==> config.mk <==
export PLATFORM = sky130hd
export DESIGN_NAME = length_prefixed_frame_splitter_flat
export DESIGN_NICKNAME = d
export VERILOG_FILES = /design/src/lpfs_pkg.sv /design/src/lpfs_if.sv /design/src/length_prefixed_frame_splitter.sv /design/src/flat_wrapper.sv
export SDC_FILE = /design/constraint.sdc
export NUM_CORES = 1
export LEC_CHECK = 0
export BUFFER_PORTS_ARGS = -buffer_cell sky130_fd_sc_hd__buf_2
export CAP_MARGIN = 25
export CORE_MARGIN = 5
export CORE_UTILIZATION = 55
export CTS_CLUSTER_DIAMETER = 60
export DETAILED_ROUTE_END_ITERATION = 10
export GPL_ROUTABILITY_DRIVEN = 0
export HOLD_SLACK_MARGIN = 0.05
export MAX_ROUTING_LAYER = met4
export PLACE_DENSITY = 0.82
export SLEW_MARGIN = 15
export SYNTH_ARGS = -nofsm -noshare
export SYNTH_HDL_FRONTEND = slang
export SYNTH_SLANG_ARGS = --single-unit
==> constraint.sdc <==
create_clock -name clock -period 11.2 [get_ports clock]
set_input_delay 0.56 -clock clock [delete_from_list [all_inputs] [get_ports clock]]
set_output_delay 0.56 -clock clock [all_outputs]
set_load 0.02 [all_outputs]
==> src/lpfs_pkg.sv <==
// lpfs_pkg: shared types and constants of the length prefixed frame splitter
// no dependencies

package lpfs_pkg;

   localparam logic [15:0] MAX_PAYLOAD_RESET = 16'd4086;
   localparam logic [2:0]  HDR_LAST_IDX      = 3'd7;

   typedef struct packed {
      logic [7:0]         payload_byte;
      logic signed [31:0] frame_type;
      logic               first_of_frame;
      logic               last_of_frame;
      logic               empty_frame;
      logic               length_error;
   } lpfs_rsp_type;

endpackage

==> src/lpfs_if.sv <==
// lpfs channel interfaces: byte input, frame result and csr write channels
// depends on lpfs_pkg

interface lpfs_req_if;
   logic       valid;
   logic       ready;
   logic [7:0] data_byte;

   modport source (output valid, output data_byte, input ready);
   modport sink   (input valid, input data_byte, output ready);
endinterface

interface lpfs_rsp_if;
   import lpfs_pkg::*;
   logic         valid;
   logic         ready;
   lpfs_rsp_type beat;

   modport source (output valid, output beat, input ready);
   modport sink   (input valid, input beat, output ready);
endinterface

interface lpfs_csr_if;
   logic        valid;
   logic        ready;
   logic [15:0] max_payload;

   modport source (output valid, output max_payload, input ready);
   modport sink   (input valid, input max_payload, output ready);
endinterface

==> src/length_prefixed_frame_splitter.sv <==
// length_prefixed_frame_splitter: one byte per beat, 8-byte header, at most one result per beat
// latency: a payload, empty or error result is valid the cycle after its byte is taken
// throughput: one byte per cycle while the result side does not stall, set by the single output register stage
// reset: synchronous active high; hunts for a header, max_payload back to 4086
// depends on lpfs_pkg and the lpfs channel interfaces

module length_prefixed_frame_splitter #(
   parameter int LENGTH_BITS = 16
) (
   input logic          clock,
   input logic          reset,
   lpfs_req_if.sink     req_chan,
   lpfs_rsp_if.source   rsp_chan,
   lpfs_csr_if.sink     csr_chan
);
   import lpfs_pkg::*;

   localparam int CNT_W = (LENGTH_BITS < 16) ? LENGTH_BITS : 16;

   logic [15:0]       max_payload_ff, max_payload_in;
   logic [55:0]       hdr_ff, hdr_in;
   logic [2:0]        hdr_cnt_ff, hdr_cnt_in;
   logic              in_payload_ff, in_payload_in;
   logic [CNT_W-1:0]  bytes_left_ff, bytes_left_in;
   logic [31:0]       held_type_ff, held_type_in;
   logic              first_pend_ff, first_pend_in;
   lpfs_rsp_type      rsp_ff, rsp_in;
   logic              rsp_valid_ff, rsp_valid_in;

   logic              req_take;
   logic [63:0]       hdr_full;
   logic [31:0]       hdr_type;
   logic [31:0]       hdr_len;
   logic              len_bad;
   logic [CNT_W-1:0]  left_dec;

   assign req_chan.ready = !rsp_valid_ff || rsp_chan.ready;
   assign req_take       = req_chan.valid && req_chan.ready;
   assign csr_chan.ready = 1'b1;
   assign rsp_chan.valid = rsp_valid_ff;
   assign rsp_chan.beat  = rsp_ff;

   assign hdr_full = {req_chan.data_byte, hdr_ff};
   assign hdr_type = hdr_full[31:0];
   assign hdr_len  = hdr_full[63:32];
   assign len_bad  = hdr_len[31] || (hdr_len > {16'd0, max_payload_ff})
                     || ((hdr_len >> LENGTH_BITS) != 32'd0);
   assign left_dec = bytes_left_ff - 1'b1;

   always_comb begin
      max_payload_in = max_payload_ff;
      hdr_in         = hdr_ff;
      hdr_cnt_in     = hdr_cnt_ff;
      in_payload_in  = in_payload_ff;
      bytes_left_in  = bytes_left_ff;
      held_type_in   = held_type_ff;
      first_pend_in  = first_pend_ff;
      rsp_in         = rsp_ff;
      rsp_valid_in   = rsp_valid_ff && !rsp_chan.ready;

      if (csr_chan.valid) begin
         max_payload_in = csr_chan.max_payload;
      end

      if (req_take) begin
         if (in_payload_ff) begin
            bytes_left_in         = left_dec;
            first_pend_in         = 1'b0;
            rsp_valid_in          = 1'b1;
            rsp_in.payload_byte   = req_chan.data_byte;
            rsp_in.frame_type     = held_type_ff;
            rsp_in.first_of_frame = first_pend_ff;
            rsp_in.last_of_frame  = (left_dec == '0);
            rsp_in.empty_frame    = 1'b0;
            rsp_in.length_error   = 1'b0;
            if (left_dec == '0) begin
               in_payload_in = 1'b0;
               hdr_cnt_in    = '0;
            end
         end else begin
            hdr_in = hdr_full[63:8];
            if (hdr_cnt_ff != HDR_LAST_IDX) begin
               hdr_cnt_in = hdr_cnt_ff + 3'd1;
            end else begin
               hdr_cnt_in = '0;
               if (len_bad || hdr_len == 32'd0) begin
                  rsp_valid_in          = 1'b1;
                  rsp_in.payload_byte   = 8'd0;
                  rsp_in.frame_type     = hdr_type;
                  rsp_in.first_of_frame = 1'b1;
                  rsp_in.last_of_frame  = 1'b1;
                  rsp_in.empty_frame    = !len_bad;
                  rsp_in.length_error   = len_bad;
               end else begin
                  held_type_in  = hdr_type;
                  bytes_left_in = hdr_len[CNT_W-1:0];
                  in_payload_in = 1'b1;
                  first_pend_in = 1'b1;
               end
            end
         end
      end
   end

   always_ff @(posedge clock) begin
      if (reset) begin
         max_payload_ff <= MAX_PAYLOAD_RESET;
         hdr_cnt_ff     <= '0;
         in_payload_ff  <= 1'b0;
         bytes_left_ff  <= '0;
         first_pend_ff  <= 1'b0;
         rsp_valid_ff   <= 1'b0;
      end else begin
         max_payload_ff <= max_payload_in;
         hdr_cnt_ff     <= hdr_cnt_in;
         in_payload_ff  <= in_payload_in;
         bytes_left_ff  <= bytes_left_in;
         first_pend_ff  <= first_pend_in;
         rsp_valid_ff   <= rsp_valid_in;
      end
   end

   always_ff @(posedge clock) begin
      hdr_ff       <= hdr_in;
      held_type_ff <= held_type_in;
      rsp_ff       <= rsp_in;
   end

   // header collection is idle while payload is running
   a_cnt_idle_in_payload: assert property (@(posedge clock) disable iff (reset)
      in_payload_ff |-> (hdr_cnt_ff == 3'd0))
      else $error("header count moved during payload");

   // a running payload always has bytes still to come
   a_left_nonzero: assert property (@(posedge clock) disable iff (reset)
      in_payload_ff |-> (bytes_left_ff != '0))
      else $error("payload active with no bytes left");

   // every payload byte taken gives a result beat next cycle
   a_payload_result: assert property (@(posedge clock) disable iff (reset)
      (req_take && in_payload_ff) |=> (rsp_valid_ff && !rsp_ff.empty_frame
                                       && !rsp_ff.length_error))
      else $error("payload byte produced no result");

   // empty and error results are single-beat frames and never both
   a_special_frame: assert property (@(posedge clock) disable iff (reset)
      (rsp_valid_ff && (rsp_ff.empty_frame || rsp_ff.length_error)) |->
      (rsp_ff.first_of_frame && rsp_ff.last_of_frame
       && !(rsp_ff.empty_frame && rsp_ff.length_error)))
      else $error("malformed empty or error result");

endmodule

==> src/flat_wrapper.sv <==
// flat-port wrapper written by rule: the top's interface ports become plain ports
module length_prefixed_frame_splitter_flat import lpfs_pkg::*;
#(
   parameter int LENGTH_BITS = 16
)
  (clock, reset, req_chan_valid, req_chan_data_byte, req_chan_ready, rsp_chan_valid, rsp_chan_beat, rsp_chan_ready, csr_chan_valid, csr_chan_max_payload, csr_chan_ready);
  lpfs_req_if req_chan_i ();
  lpfs_rsp_if rsp_chan_i ();
  lpfs_csr_if csr_chan_i ();
  input logic clock;
  input logic reset;
  input wire logic [$bits(req_chan_i.valid)-1:0] req_chan_valid;
  input wire logic [$bits(req_chan_i.data_byte)-1:0] req_chan_data_byte;
  output wire logic [$bits(req_chan_i.ready)-1:0] req_chan_ready;
  output wire logic [$bits(rsp_chan_i.valid)-1:0] rsp_chan_valid;
  output wire logic [$bits(rsp_chan_i.beat)-1:0] rsp_chan_beat;
  input wire logic [$bits(rsp_chan_i.ready)-1:0] rsp_chan_ready;
  input wire logic [$bits(csr_chan_i.valid)-1:0] csr_chan_valid;
  input wire logic [$bits(csr_chan_i.max_payload)-1:0] csr_chan_max_payload;
  output wire logic [$bits(csr_chan_i.ready)-1:0] csr_chan_ready;
  assign req_chan_i.valid = req_chan_valid;
  assign req_chan_i.data_byte = req_chan_data_byte;
  assign req_chan_ready = req_chan_i.ready;
  assign rsp_chan_valid = rsp_chan_i.valid;
  assign rsp_chan_beat = rsp_chan_i.beat;
  assign rsp_chan_i.ready = rsp_chan_ready;
  assign csr_chan_i.valid = csr_chan_valid;
  assign csr_chan_i.max_payload = csr_chan_max_payload;
  assign csr_chan_ready = csr_chan_i.ready;
  length_prefixed_frame_splitter #(.LENGTH_BITS(LENGTH_BITS)) u_core (.clock(clock), .reset(reset), .req_chan(req_chan_i), .rsp_chan(rsp_chan_i), .csr_chan(csr_chan_i));
endmodule
==> key figures, run 1 <==
Run status
  • Status: finished clean

Critical path
  • CP required: approximately 12 ns
  • Buf/Inv on CP: 0
  • Max stage delay cell, worst path: or4_1
  • Setup crit start kind: flip-flop
  • Peak fanout along the critical path: 15
  • CP Data Arrival Time: about 3.6 ns
  • Critical-path cell list: ha_1 > nand4_1 > or4_1 > nor3_2 > a31oi_2 > nor2_2 > mux2_2 > a2111oi_0
  • CP max stage delay: ~0.58 ns
  • CP Capture Type: flip-flop
  • Critical path class: reg2reg
  • Critical path depth: 8
  • Worst-case reg-to-reg path depth: 8
  • Top delay family on crit path: simple AND/OR/NAND/NOR gates

Timing
  • Pins Over Slew Limit: 0
  • Final WS setup: ~7.9 ns
  • Final setup fails: 0
  • Final TNS setup: 0 ns
  • FMAX: 302 MHz
  • Max_slew headroom: between 40% and 50%
  • Clock Skews: about 0.0086 ns
  • RSZ-0062 raised after global routing: no
  • Final min period: 3.31 ns
  • Final hold viol count: 0
  • Tcrit/Tclk final: slightly below 30%
  • Tightest Pin Transition: about 0.84 ns

Detailed routing
  • Post-Route WL: between 10 and 15 mm
  • Drt wl/cell: 18.2 µm
  • Vias per cell: 5.86
  • Post-route DRC violation count: 0
  • Drt pass-1 iters: 5
  • Final ANT Viol Nets: 0
  • Via count: approximately 4600
  • Iter 0 DRT Violations: 361

Place
  • Post-DP HPWL: 9.42 mm
  • # port buffers: 74
  • DP Worst Slack: roughly 7.9 ns

Clock tree
  • Num Clock Sinks: between 150 and 200
  • CTS max path bufs: 2
  • # hold bufs at CTS: 0
  • Post-CTS setup buffers: 0
  • # H-tree levels: 4
  • Worst-path clk slew: 0.06 ns
  • Post-CTS resize count: 0
  • CTS tree: yes
  • Worst skew pair latency: around 0.43 ns
  • CTS Buf Count: 17
  • Clock root buffer: clkbuf_16

Synthesis
  • Cells after Synth: 529
  • Mapped cell area: around 0.0071 mm²
  • Main area contributors after synthesis: edfxtp_1, dfxtp_1, mux2_2, ha_1, mux2i_1
  • Seq cells post-synth: 170
  • Register area share after synthesis: 66.5%
  • Post-synth top area cell: edfxtp_1
  • Yosys warnings: 0
  • Post-synth EDFFs: ~130
  • Synth top area share: ~56%
  • Top-count cell post-synth: edfxtp_1
  • Async S/R FF share, synth: 0%
  • Top_reg_cell synth: edfxtp_1
  • Syn nets: around 580
  • Synth unique cells: between 50 and 60
  • List of most frequent post-synthesis cells: edfxtp_1, dfxtp_1, mux2_2, nand2_1
  • Mean Syn Cell Area: 13.4 µm²

Floorplanning
  • Core Area: between 0.01 and 0.015 mm²
  • Die area: around 0.015 mm²
  • Die width: about 120 µm
  • # rows: 41
  • Ports: between 70 and 80
  • Starting Density: between 50% and 60%
  • DIE HEIGHT: 124 µm

Min path
  • Hold WC Path Type: in2reg
  • Cell depth of the worst hold path: 1

Global route
  • Initial antenna violation count: 0
  • Number of global-route vias before repair: around 4400
  • Gr ovfl total: 0
  • First-pass GRT wire length: ~23 mm
  • Largest net degree at the start of global routing: 66
  • Total GRT Usage: approximately a fifth

Final layout
  • Area Growth Syn to Fin: 16.0%
  • Share of layout cells above drive strength 1: about a quarter
  • Antenna diode count: 0
  • Final core occ: roughly two thirds
  • Nets: ~640

Power and ir drop
  • Pleak: 3.02 nW
  • P per Cell Area: approximately 170 mW/mm²
  • Worst VDD drop: around 0.16 mV
  • PnR Total Power: between 1 and 1.5 mW

Job
  • Max Cap Viol: 0
## cell usage in the layout, fill, tap and decap left out, types with 2 or more instances in the layout
cell type and n:
inv_6 5, a21oi_1 19, edfxtp_1 132, bufinv_16 4, o21a_1 5, inv_1 24, nor3b_1 2, mux2_2 34
dfxtp_1 37, buf_2 74, a211oi_1 4, buf_4 4, nand4_1 7, clkbuf_16 17, clkinvlp_4 3, o311ai_0 3
and2_1 10, o31ai_1 3, nor4_1 13, nor3_2 3, mux2i_1 13, a31oi_1 11, clkinv_4 3, or4_1 3
nor3_1 13, o221ai_1 4, a2111oi_2 2, o211ai_1 14, ha_1 20, nand2b_1 4, nand2_1 27, nor2_1 25
o21ai_0 26, nand3_1 10
## flip-flops by register name (all words and copies together) (netlist names)
| name | flops |
|---|---|
| u_core.hdr_ff | 56 |
| u_core.held_type_ff | 32 |
| u_core.rsp_chan.beat | 44 |
| u_core.max_payload_ff | 16 |
| u_core.first_pend_ff | 1 |
| u_core.in_payload_ff | 1 |
| u_core.hdr_cnt_ff | 3 |
| u_core.bytes_left_ff | 16 |
| u_core.rsp_chan.valid | 1 |
## final timing paths
kind	from	to	slack (ns)
worst max-delay path	u_core.hdr_ff[47]	u_core.bytes_left_ff[5]	7.89
worst min-delay path	req_chan_data_byte[2]	u_core.hdr_ff[50]	0.34
worst min register to register	u_core.hdr_ff[4]	u_core.held_type_ff[4]	0.45
worst max register to register	u_core.hdr_ff[47]	u_core.bytes_left_ff[5]	7.89
## cell families after synthesis
kind of cell,share of synthesized area [%]
other,0.0528
AO/OA/AOI/OAI,10.0
XOR/XNOR,0.247
multiplexers,7.22
buffers and inverters,3.20
adder cells (fa/ha/maj),3.52
flip-flops,66.5
AND/OR/NAND/NOR,9.24
## report_power, final
part / internal, mW / total, mW / leakage [nW] / switching (mW)
Sequential: 0.696 / 0.708 / 1.55 / 0.0116
Clock: 0.377 / 0.622 / 0.301 / 0.244
Combinational: 0.0198 / 0.0485 / 1.16 / 0.0287
## worst reg2reg max path, stage by stage, from the launching register on
cell and delay (ns):
edfxtp_1 0.44, ha_1 0.34, nand4_1 0.18, or4_1 0.58
nor3_2 0.21, a31oi_2 0.14, nor2_2 0.57, mux2_2 0.40
a2111oi_0 0.33
## layer usage
| metal | routed length (µm) | vias up | GRT usage (%) |
|---|---|---|---|
| met5 | 0 | - | - |
| met4 | 252 | 0 | 7.47 |
| met3 | 983 | 24 | 4.59 |
| met2 | 6900 | 196 | 32.3 |
| met1 | 6010 | 2191 | 25.7 |
| li1 | - | 2146 | - |
## cell type report
cell class              count  area [µm²]
multi-input cells         301        2170
well taps                 172         215
inverters                  25        93.8
repair buffers             78         400
fillers                   927        4380
clock buffers              17         425
flip-flops and latches    170        4730
clock inverters            15         213
## metrics by stage
| stage | std cells | hold WS, ns | cell area [µm²] |
|---|---|---|---|
| floorplan | 529 | 0.422 | 7110 |
| global placement | 746 | 0.432 | 7600 |
| detailed placement | 746 | 0.435 | 7600 |
| CTS | 778 | 0.322 | 8240 |
| global route | 778 | 0.325 | 8240 |
| finish | 778 | 0.340 | 8240 |
(Power assumes the default switching activity.)
==> run 2: changes to the inputs <==
--- a/config.mk
+++ b/config.mk
@@ -8,13 +8,13 @@
 export BUFFER_PORTS_ARGS = -buffer_cell sky130_fd_sc_hd__buf_2
 export CAP_MARGIN = 25
 export CORE_MARGIN = 5
-export CORE_UTILIZATION = 55
+export CORE_UTILIZATION = 53
 export CTS_CLUSTER_DIAMETER = 60
 export DETAILED_ROUTE_END_ITERATION = 10
 export GPL_ROUTABILITY_DRIVEN = 0
 export HOLD_SLACK_MARGIN = 0.05
 export MAX_ROUTING_LAYER = met4
-export PLACE_DENSITY = 0.82
+export PLACE_DENSITY = 0.83
 export SLEW_MARGIN = 15
 export SYNTH_ARGS = -nofsm -noshare
 export SYNTH_HDL_FRONTEND = slang
==> constraint.sdc (replaced) <==
create_clock -name clock -period 2.89 [get_ports clock]
set_input_delay 0.1445 -clock clock [delete_from_list [all_inputs] [get_ports clock]]
set_output_delay 0.1445 -clock clock [all_outputs]
set_load 0.02 [all_outputs]
==> run 2 against run 1 <==
  * Clock-buffer cell count increased by 3
  * Clock skew increased by 0.0017 ns
  * Final cell count increased by 5.7%
  * Core utilization increased by 0.33 points
  * Die area increased by 3.5%
  * Worst hold slack got worse by 0.22 ns
  * Via count increased by 6.2%
  * Flip-flop and latch count unchanged
  * Power increased to 3.7 times the previous value
  * Critical path depth increased by 2
  * Clock power increased to 3.4 times the previous value
  * Critical endpoint is now u_core.bytes_left_ff[15]
  * Largest cell class unchanged
  * Largest power group unchanged
  * Highest routed layer unchanged
==> key figures, run 2 (synthesized netlist as in run 1, its figures left out) <==
Timing
  • Final min period: 2.78 ns (-0.534 ns)
  • FMAX: 360 MHz (+19%)
  • Clock Skews: 0.0103 ns (+0.00171 ns)
  • Final setup fails: 0 (unchanged)
  • Tightest Pin Transition: 0.766 ns (-0.0779 ns)
  • Pins Over Slew Limit: 0 (unchanged)
  • Final hold viol count: 0 (unchanged)
  • Tcrit/Tclk final: 96.1% (+67 points)
  • Max_slew headroom: 48.9% (+5.1 points)

Final layout
  • Max FFs per register: 56 (unchanged)
  • Area Growth Syn to Fin: 21.8%
  • Commonest non-fill, non-tap cell in the layout: edfxtp_1
  • Nets: 682 (+6.2%)
  • Share of layout cells above drive strength 1: 27.2% (+1.3 points)
  • Most flop-heavy register: u_core.hdr_ff
  • Commonest non-fill, non-tap cells in the layout: edfxtp_1, buf_2, dfxtp_1
  • Final core occ: 65.6% (+0.33 points)
  • Antenna diode count: 0 (unchanged)

Clock tree
  • CTS max path bufs: 2 (unchanged)
  • # H-tree levels: 4 (unchanged)
  • CTS tree: yes
  • Worst skew pair latency: 0.43 ns (about the same)
  • CTS Buf Count: 17 (unchanged)
  • Clock root buffer: clkbuf_16
  • Worst-path clk slew: 0.06 ns (about the same)
  • Num Clock Sinks: 170 (unchanged)

Critical path
  • CP Capture Type: flip-flop
  • CP Data Arrival Time: 3.07 ns (-0.55 ns)
  • Worst-case reg-to-reg path depth: 10 (+2)
  • Critical path class: reg2reg
  • CP required: 3.19 ns (-8.32 ns)
  • Peak fanout along the critical path: 7 (-8)
  • Reg2Reg Launch Point: u_core.hdr_ff[35]
  • Setup crit start kind: flip-flop
  • FF-to-FF setup slack: 0.11 ns (-7.78 ns)
  • End of the worst register-to-register path: u_core.bytes_left_ff[15]

Floorplanning
  • Die area: 0.0158 mm² (+3.5%)
  • Starting Density: 53.9% (-2.4 points)
  • Ports: 76 (unchanged)
  • DIE HEIGHT: 126 µm (+1.7%)
  • Die width: 126 µm (+1.7%)
  • # rows: 42 (+2.4%)
  • Core Area: 0.0132 mm² (+4.5%)

Min path
  • Worst Hold End: u_core.rsp_chan.valid
  • HP Start: rsp_chan_ready
  • Hold WC Path Type: in2reg
  • Cell depth of the worst hold path: 3 (+2)

Power and ir drop
  • Sw Share: 21.4% (+0.75 points)
  • Pleak: 3.21 nW (+6.4%)
  • Clk pwr share: 41.8% (-3.3 points)
  • PnR Total Power: 5.12 mW (+270%)
  • P per Cell Area: 592 mW/mm² (+250%)
  • Worst VDD drop: 0.548 mV (+250%)
  • Combinational power share: 4.7% (+1.2 points)
  • Power Internal: 4.02 mW (+270%)
  • Sequential power share: 53.5% (+2.1 points)
  • Psw: 1.10 mW (+290%)

Global route
  • Initial antenna violation count: 0 (unchanged)
  • Gr ovfl total: 0 (unchanged)
  • First-pass GRT wire length: 24.7 mm (+8.7%)
  • Number of global-route vias before repair: 4962 (+12%)
  • Largest net degree at the start of global routing: 65 (-1.5%)
  • Total GRT Usage: 20.4% (+0.14 points)

Detailed routing
  • Drt wl/cell: 18.6 µm (+2.2%)
  • Final ANT Viol Nets: 0 (unchanged)
  • Drt pass-1 iters: 5 (unchanged)
  • Post-Route WL: 15.3 mm (+8.0%)
  • Vias per cell: 5.89 (+0.48%)
  • Post-route DRC violation count: 0 (unchanged)
  • Via count: 4838 (+6.2%)
  • Iter 0 DRT Violations: 455 (+26%)

Place
  • Post-DP HPWL: 9.84 mm (+4.5%)
  • # port buffers: 74 (unchanged)

Run status
  • Status: finished clean

Job
  • Max Cap Viol: 0 (unchanged)
[run 2: cell count changes in the layout (fill, tap and decap cells not counted), moves of 3 or more]
cell / previous run / this run
ha_4: 0 / 3
ha_1: 20 / 17
dlygate4sd3_1: 0 / 25
buf_4: 4 / 15
buf_12: 0 / 4
bufinv_16: 4 / 1
[run 2: area by class of cell]
type,instances,area [µm²]
clock buffer,20,447
multi-input combinational,301,2240
sequential,170,4730
timing repair buffer,118,813
clock inverter,12,115
tap,176,220
inverter,25,93.8
fill,933,4530
[run 2: how the worst max path moves through the flow]
| stage | from | end | slack (ns) | cells after the start |
|---|---|---|---|---|
| 2_1_floorplan | u_core.hdr_ff[33] | u_core.rsp_chan.beat[0] | -0.09 | 9 |
| 3_3_place_gp | u_core.hdr_ff[41] | u_core.bytes_left_ff[4] | 0.21 | 9 |
| 3_5_place_dp | u_core.hdr_ff[37] | u_core.bytes_left_ff[4] | 0.08 | 9 |
| 4_1_cts | u_core.hdr_ff[42] | u_core.bytes_left_ff[15] | 0.03 | 9 |
| 5_1_grt | u_core.hdr_ff[41] | u_core.bytes_left_ff[15] | -0.01 | 10 |
| 6_report | u_core.hdr_ff[35] | u_core.bytes_left_ff[15] | 0.11 | 10 |
[run 2: repair_timing]
action,CTS,global route
endpoints found under the setup margin,0,7
setup buffers,0,2
endpoints found under the hold margin,33,0
gates resized for setup,0,4
hold buffers,25,0
[run 2: power by group through the flow]
stage                     Combinational [mW]  Clock, mW  Sequential (mW)
final                                  0.240       2.14             2.74
after global placement                 0.189          0             2.78
after floorplan                        0.133          0             2.78
after CTS                              0.231       2.17             2.74
after detailed placement               0.202          0             2.79
after global routing                   0.266       2.30             2.74
[run 2: critical path, stage by stage (launching register included)]
cell and delay (ns):
edfxtp_1 0.44, ha_1 0.38, nand4_1 0.12, or4_1 0.58, nor3_4 0.18, a31oi_4 0.09
buf_4 0.21, nor3_4 0.15, buf_12 0.15, mux2i_1 0.24, a21oi_1 0.11
[run 2: routing by layer]
metal / track usage [%] / part of all wire [%] / vias to the layer above
met5: - / 0 / -
met4: 9.84 / 3.9 / 0
met3: 5.33 / 6.3 / 59
met2: 33.4 / 50 / 213
met1: 23.7 / 40 / 2338
li1: - / - / 2228
[run 2: stage by stage]
| step | cells | area, µm² | setup TNS (ns) | setup slack (ns) | hold WS, ns |
|---|---|---|---|---|---|
| detailed placement | 763 | 7780 | 0 | 0.0837 | 0.351 |
| global route | 822 | 8660 | -0.0107 | -0.0107 | 0.109 |
| CTS | 820 | 8590 | 0 | 0.0340 | 0.0895 |
| finish | 822 | 8660 | 0 | 0.113 | 0.119 |
| global placement | 763 | 7780 | 0 | 0.206 | 0.350 |
| floorplan | 529 | 7170 | -6.50 | -0.0925 | 0.243 |
==> run 3: changes to the inputs <==
--- a/config.mk
+++ b/config.mk
@@ -5,6 +5,7 @@
 export SDC_FILE = /design/constraint.sdc
 export NUM_CORES = 1
 export LEC_CHECK = 0
+export ABC_AREA = 1
 export BUFFER_PORTS_ARGS = -buffer_cell sky130_fd_sc_hd__buf_2
 export CAP_MARGIN = 25
 export CORE_MARGIN = 5
==> run 3 against run 2 <==
  * Maximum frequency increased by 9.8%
  * Setup slack gained 0.25 ns
  * Non-clock buffer count down 12
  * Global-route usage shrank 0.62 points
  * Final cell count is 20% higher
  * Area after synthesis up 1.1%
  * Clock-buffer cell count is 3 lower
  * Via count increased by 6.2%
  * Core utilization down 0.69 points
  * Flip-flop and latch count is the same
  * Largest cell class unchanged
==> key figures, run 3 <==
Run status
  • Status: finished clean

Detailed routing
  • Vias per cell: 5.20 (-12%)
  • Drt pass-1 iters: 5 (unchanged)
  • Post-route DRC violation count: 0 (unchanged)
  • Post-Route WL: 15.1 mm (-0.82%)
  • Drt wl/cell: 15.3 µm (-17%)
  • Via count: 5137 (+6.2%)
  • Iter 0 DRT Violations: 432 (-5.1%)
  • Final ANT Viol Nets: 0 (unchanged)

Power and ir drop
  • Combinational power share: 4.4% (-0.3 points)
  • PnR Total Power: 5.37 mW (+5.0%)
  • Worst VDD drop: 0.399 mV (-27%)
  • Pleak: 3.69 nW (+15%)
  • Psw: 1.18 mW (+7.5%)
  • Sequential power share: 51.3% (-2.2 points)
  • P per Cell Area: 623 mW/mm² (+5.2%)
  • Power Internal: 4.20 mW (+4.3%)
  • Clk pwr share: 44.4% (+2.6 points)
  • Sw Share: 21.9% (+0.51 points)

Clock tree
  • CTS max path bufs: 2 (unchanged)
  • Num Clock Sinks: 170 (unchanged)
  • # H-tree levels: 4 (unchanged)
  • CTS tree: yes
  • CTS Buf Count: 17 (unchanged)
  • Clock root buffer: clkbuf_16
  • Worst-path clk slew: 0.06 ns (about the same)
  • Post-CTS setup buffers: 0 (unchanged)
  • Worst skew pair latency: 0.42 ns (about the same)

Critical path
  • Buf/Inv on CP: 1 (-1)
  • Peak fanout along the critical path: 16 (+9)
  • CP required: 2.97 ns (-0.22 ns)
  • Most used cell, CP: nand2_1
  • Critical path class: reg2reg
  • CP Capture Type: flip-flop
  • CP max stage delay: 0.44 ns (-0.14 ns)
  • CP Data Arrival Time: 2.61 ns (-0.46 ns)
  • Max stage delay cell, worst path: edfxtp_1
  • Top delay family on crit path: simple AND/OR/NAND/NOR gates
  • Setup crit start kind: flip-flop
  • Critical-path cell list: ha_1 > nand2_1 > nand2_1 > nand3_1 > nand2_1 > a21oi_1 > nand3_1 > nand2_1 > nand4_1 > clkinvlp_4

Floorplanning
  • Die area: 0.0160 mm² (+1.1%)
  • Starting Density: 54.1% (+0.19 points)
  • Die width: 126 µm (+0.53%)
  • Ports: 76 (unchanged)
  • Core Area: 0.0133 mm² (+0.80%)
  • # rows: 42 (unchanged)
  • DIE HEIGHT: 126 µm (+0.53%)

Timing
  • Max_slew headroom: 51.0% (+2.1 points)
  • Clock Skews: 0.0117 ns (+0.00133 ns)
  • Tightest Pin Transition: 0.735 ns (-0.0307 ns)
  • Final TNS setup: 0 ns (unchanged)
  • Final WS setup: 0.360 ns (+0.247 ns)
  • Hold Slack: 0.124 ns (+0.00526 ns)
  • Pins Over Slew Limit: 0 (unchanged)
  • Final min period: 2.53 ns (-0.247 ns)
  • Final hold viol count: 0 (unchanged)
  • Tcrit/Tclk final: 87.5% (-8.5 points)
  • RSZ-0062 raised after global routing: no
  • FMAX: 395 MHz (+9.8%)
  • Final setup fails: 0 (unchanged)

Synthesis
  • Synth top area share: 55.2% (-0.63 points)
  • Post-synth EDFFs: 132 (unchanged)
  • Syn nets: 744 (+29%)
  • Main area contributors after synthesis: edfxtp_1, nand2_1, dfxtp_1, ha_1, inv_1
  • List of most frequent post-synthesis cells: nand2_1, edfxtp_1, inv_1, nor2_1, a21oi_1
  • Register area share after synthesis: 65.7% (-0.75 points)
  • Cells after Synth: 695 (+31%)
  • Yosys warnings: 0 (unchanged)
  • Top_reg_cell synth: edfxtp_1
  • Top-count cell post-synth: nand2_1
  • Mean Syn Cell Area: 10.3 µm² (-23%)
  • Synth unique cells: 30 (-46%)
  • Mapped cell area: 0.00719 mm² (+1.1%)
  • Async S/R FF share, synth: 0% (unchanged)
  • Seq cells post-synth: 170 (unchanged)
  • Post-synth top area cell: edfxtp_1

Final layout
  • # fillers: 968 (+3.8%)
  • Commonest non-fill, non-tap cells in the layout: nand2_1, edfxtp_1, buf_2
  • Commonest non-fill, non-tap cell in the layout: nand2_1
  • Most flop-heavy register: u_core.hdr_ff
  • Nets: 847 (+24%)
  • Finished Layout Cells: 987 (+20%)
  • Final core occ: 64.9% (-0.69 points)
  • Share of layout cells above drive strength 1: 18.4% (-8.9 points)
  • Antenna diode count: 0 (unchanged)
  • Final Cell Area: 0.00863 mm² (-0.26%)
  • Area Growth Syn to Fin: 20.1%
  • Max FFs per register: 56 (unchanged)

Global route
  • Gr ovfl total: 0 (unchanged)
  • Largest net degree at the start of global routing: 58 (-11%)
  • Initial antenna violation count: 0 (unchanged)
  • Total GRT Usage: 19.8% (-0.62 points)
  • First-pass GRT wire length: 24.2 mm (-2.0%)
  • Number of global-route vias before repair: 4997 (+0.71%)

Min path
  • Hold WC Path Type: in2reg

Place
  • Post-placement cell count: 929 (+22%)
  • DP Area: 0.00774 mm² (-0.51%)
  • # port buffers: 74 (unchanged)
  • DP Worst Slack: 0.261 ns (+0.177 ns)
  • Post-DP HPWL: 10.1 mm (+2.8%)

Job
  • Max Cap Viol: 0 (unchanged)
[run 3: cell type report]
class                      count  area [µm²]  area share [%]
sequential                   170        4730            54.7
tap                          176         220            2.55
timing repair buffer         106         673            7.80
clock buffer                  17         425            4.93
clock inverter                15         210            2.43
inverter                      66         253            2.93
timing repair inverter         1        7.51          0.0870
multi-input combinational    436        2120            24.5
[run 3: metal layers]
| layer | vias to the layer above | track usage (%) | routed length [µm] |
|---|---|---|---|
| met3 | 30 | 4.96 | 935 |
| li1 | 2527 | - | - |
| met4 | 0 | 9.65 | 435 |
| met1 | 2401 | 22.3 | 6000 |
| met5 | - | - | 0 |
| met2 | 179 | 33.2 | 7770 |
[run 3: path summary, 6_finish.rpt]
check,startpoint,endpoint,slack [ns],cells after the start
worst max-delay path,u_core.hdr_ff[41],u_core.held_type_ff[15],0.36,10
worst min-delay path,csr_chan_valid,u_core.max_payload_ff[10],0.12,2
worst max register to register,u_core.hdr_ff[41],u_core.held_type_ff[15],0.36,10
worst min register to register,u_core.hdr_ff[51],u_core.hdr_ff[43],0.45,0
[run 3: cell families after synthesis]
kind of cell    after synthesis  synth area share, %
compound gates               78                 5.50
buf+inv                      89                 4.89
flops                       170                 65.7
other cells                   1               0.0522
simple gates                336                 20.2
fa+ha+maj                    20                 3.48
xor+xnor                      1                0.122
[run 3: timing repair]
action | 4_1_cts | 5_1_grt
setup endpoints to repair | 0 | 32
hold buffers | 24 | 1
hold endpoints to repair | 32 | 1
gates resized for setup | 0 | 1
[run 3: power by group through the flow]
stage	combinational (mW)	clock (mW)	sequential (mW)
floorplan	0.132	0	2.79
global placement	0.191	0	2.80
detailed placement	0.204	0	2.81
CTS	0.230	2.42	2.75
global route	0.262	2.51	2.76
finish	0.234	2.39	2.75
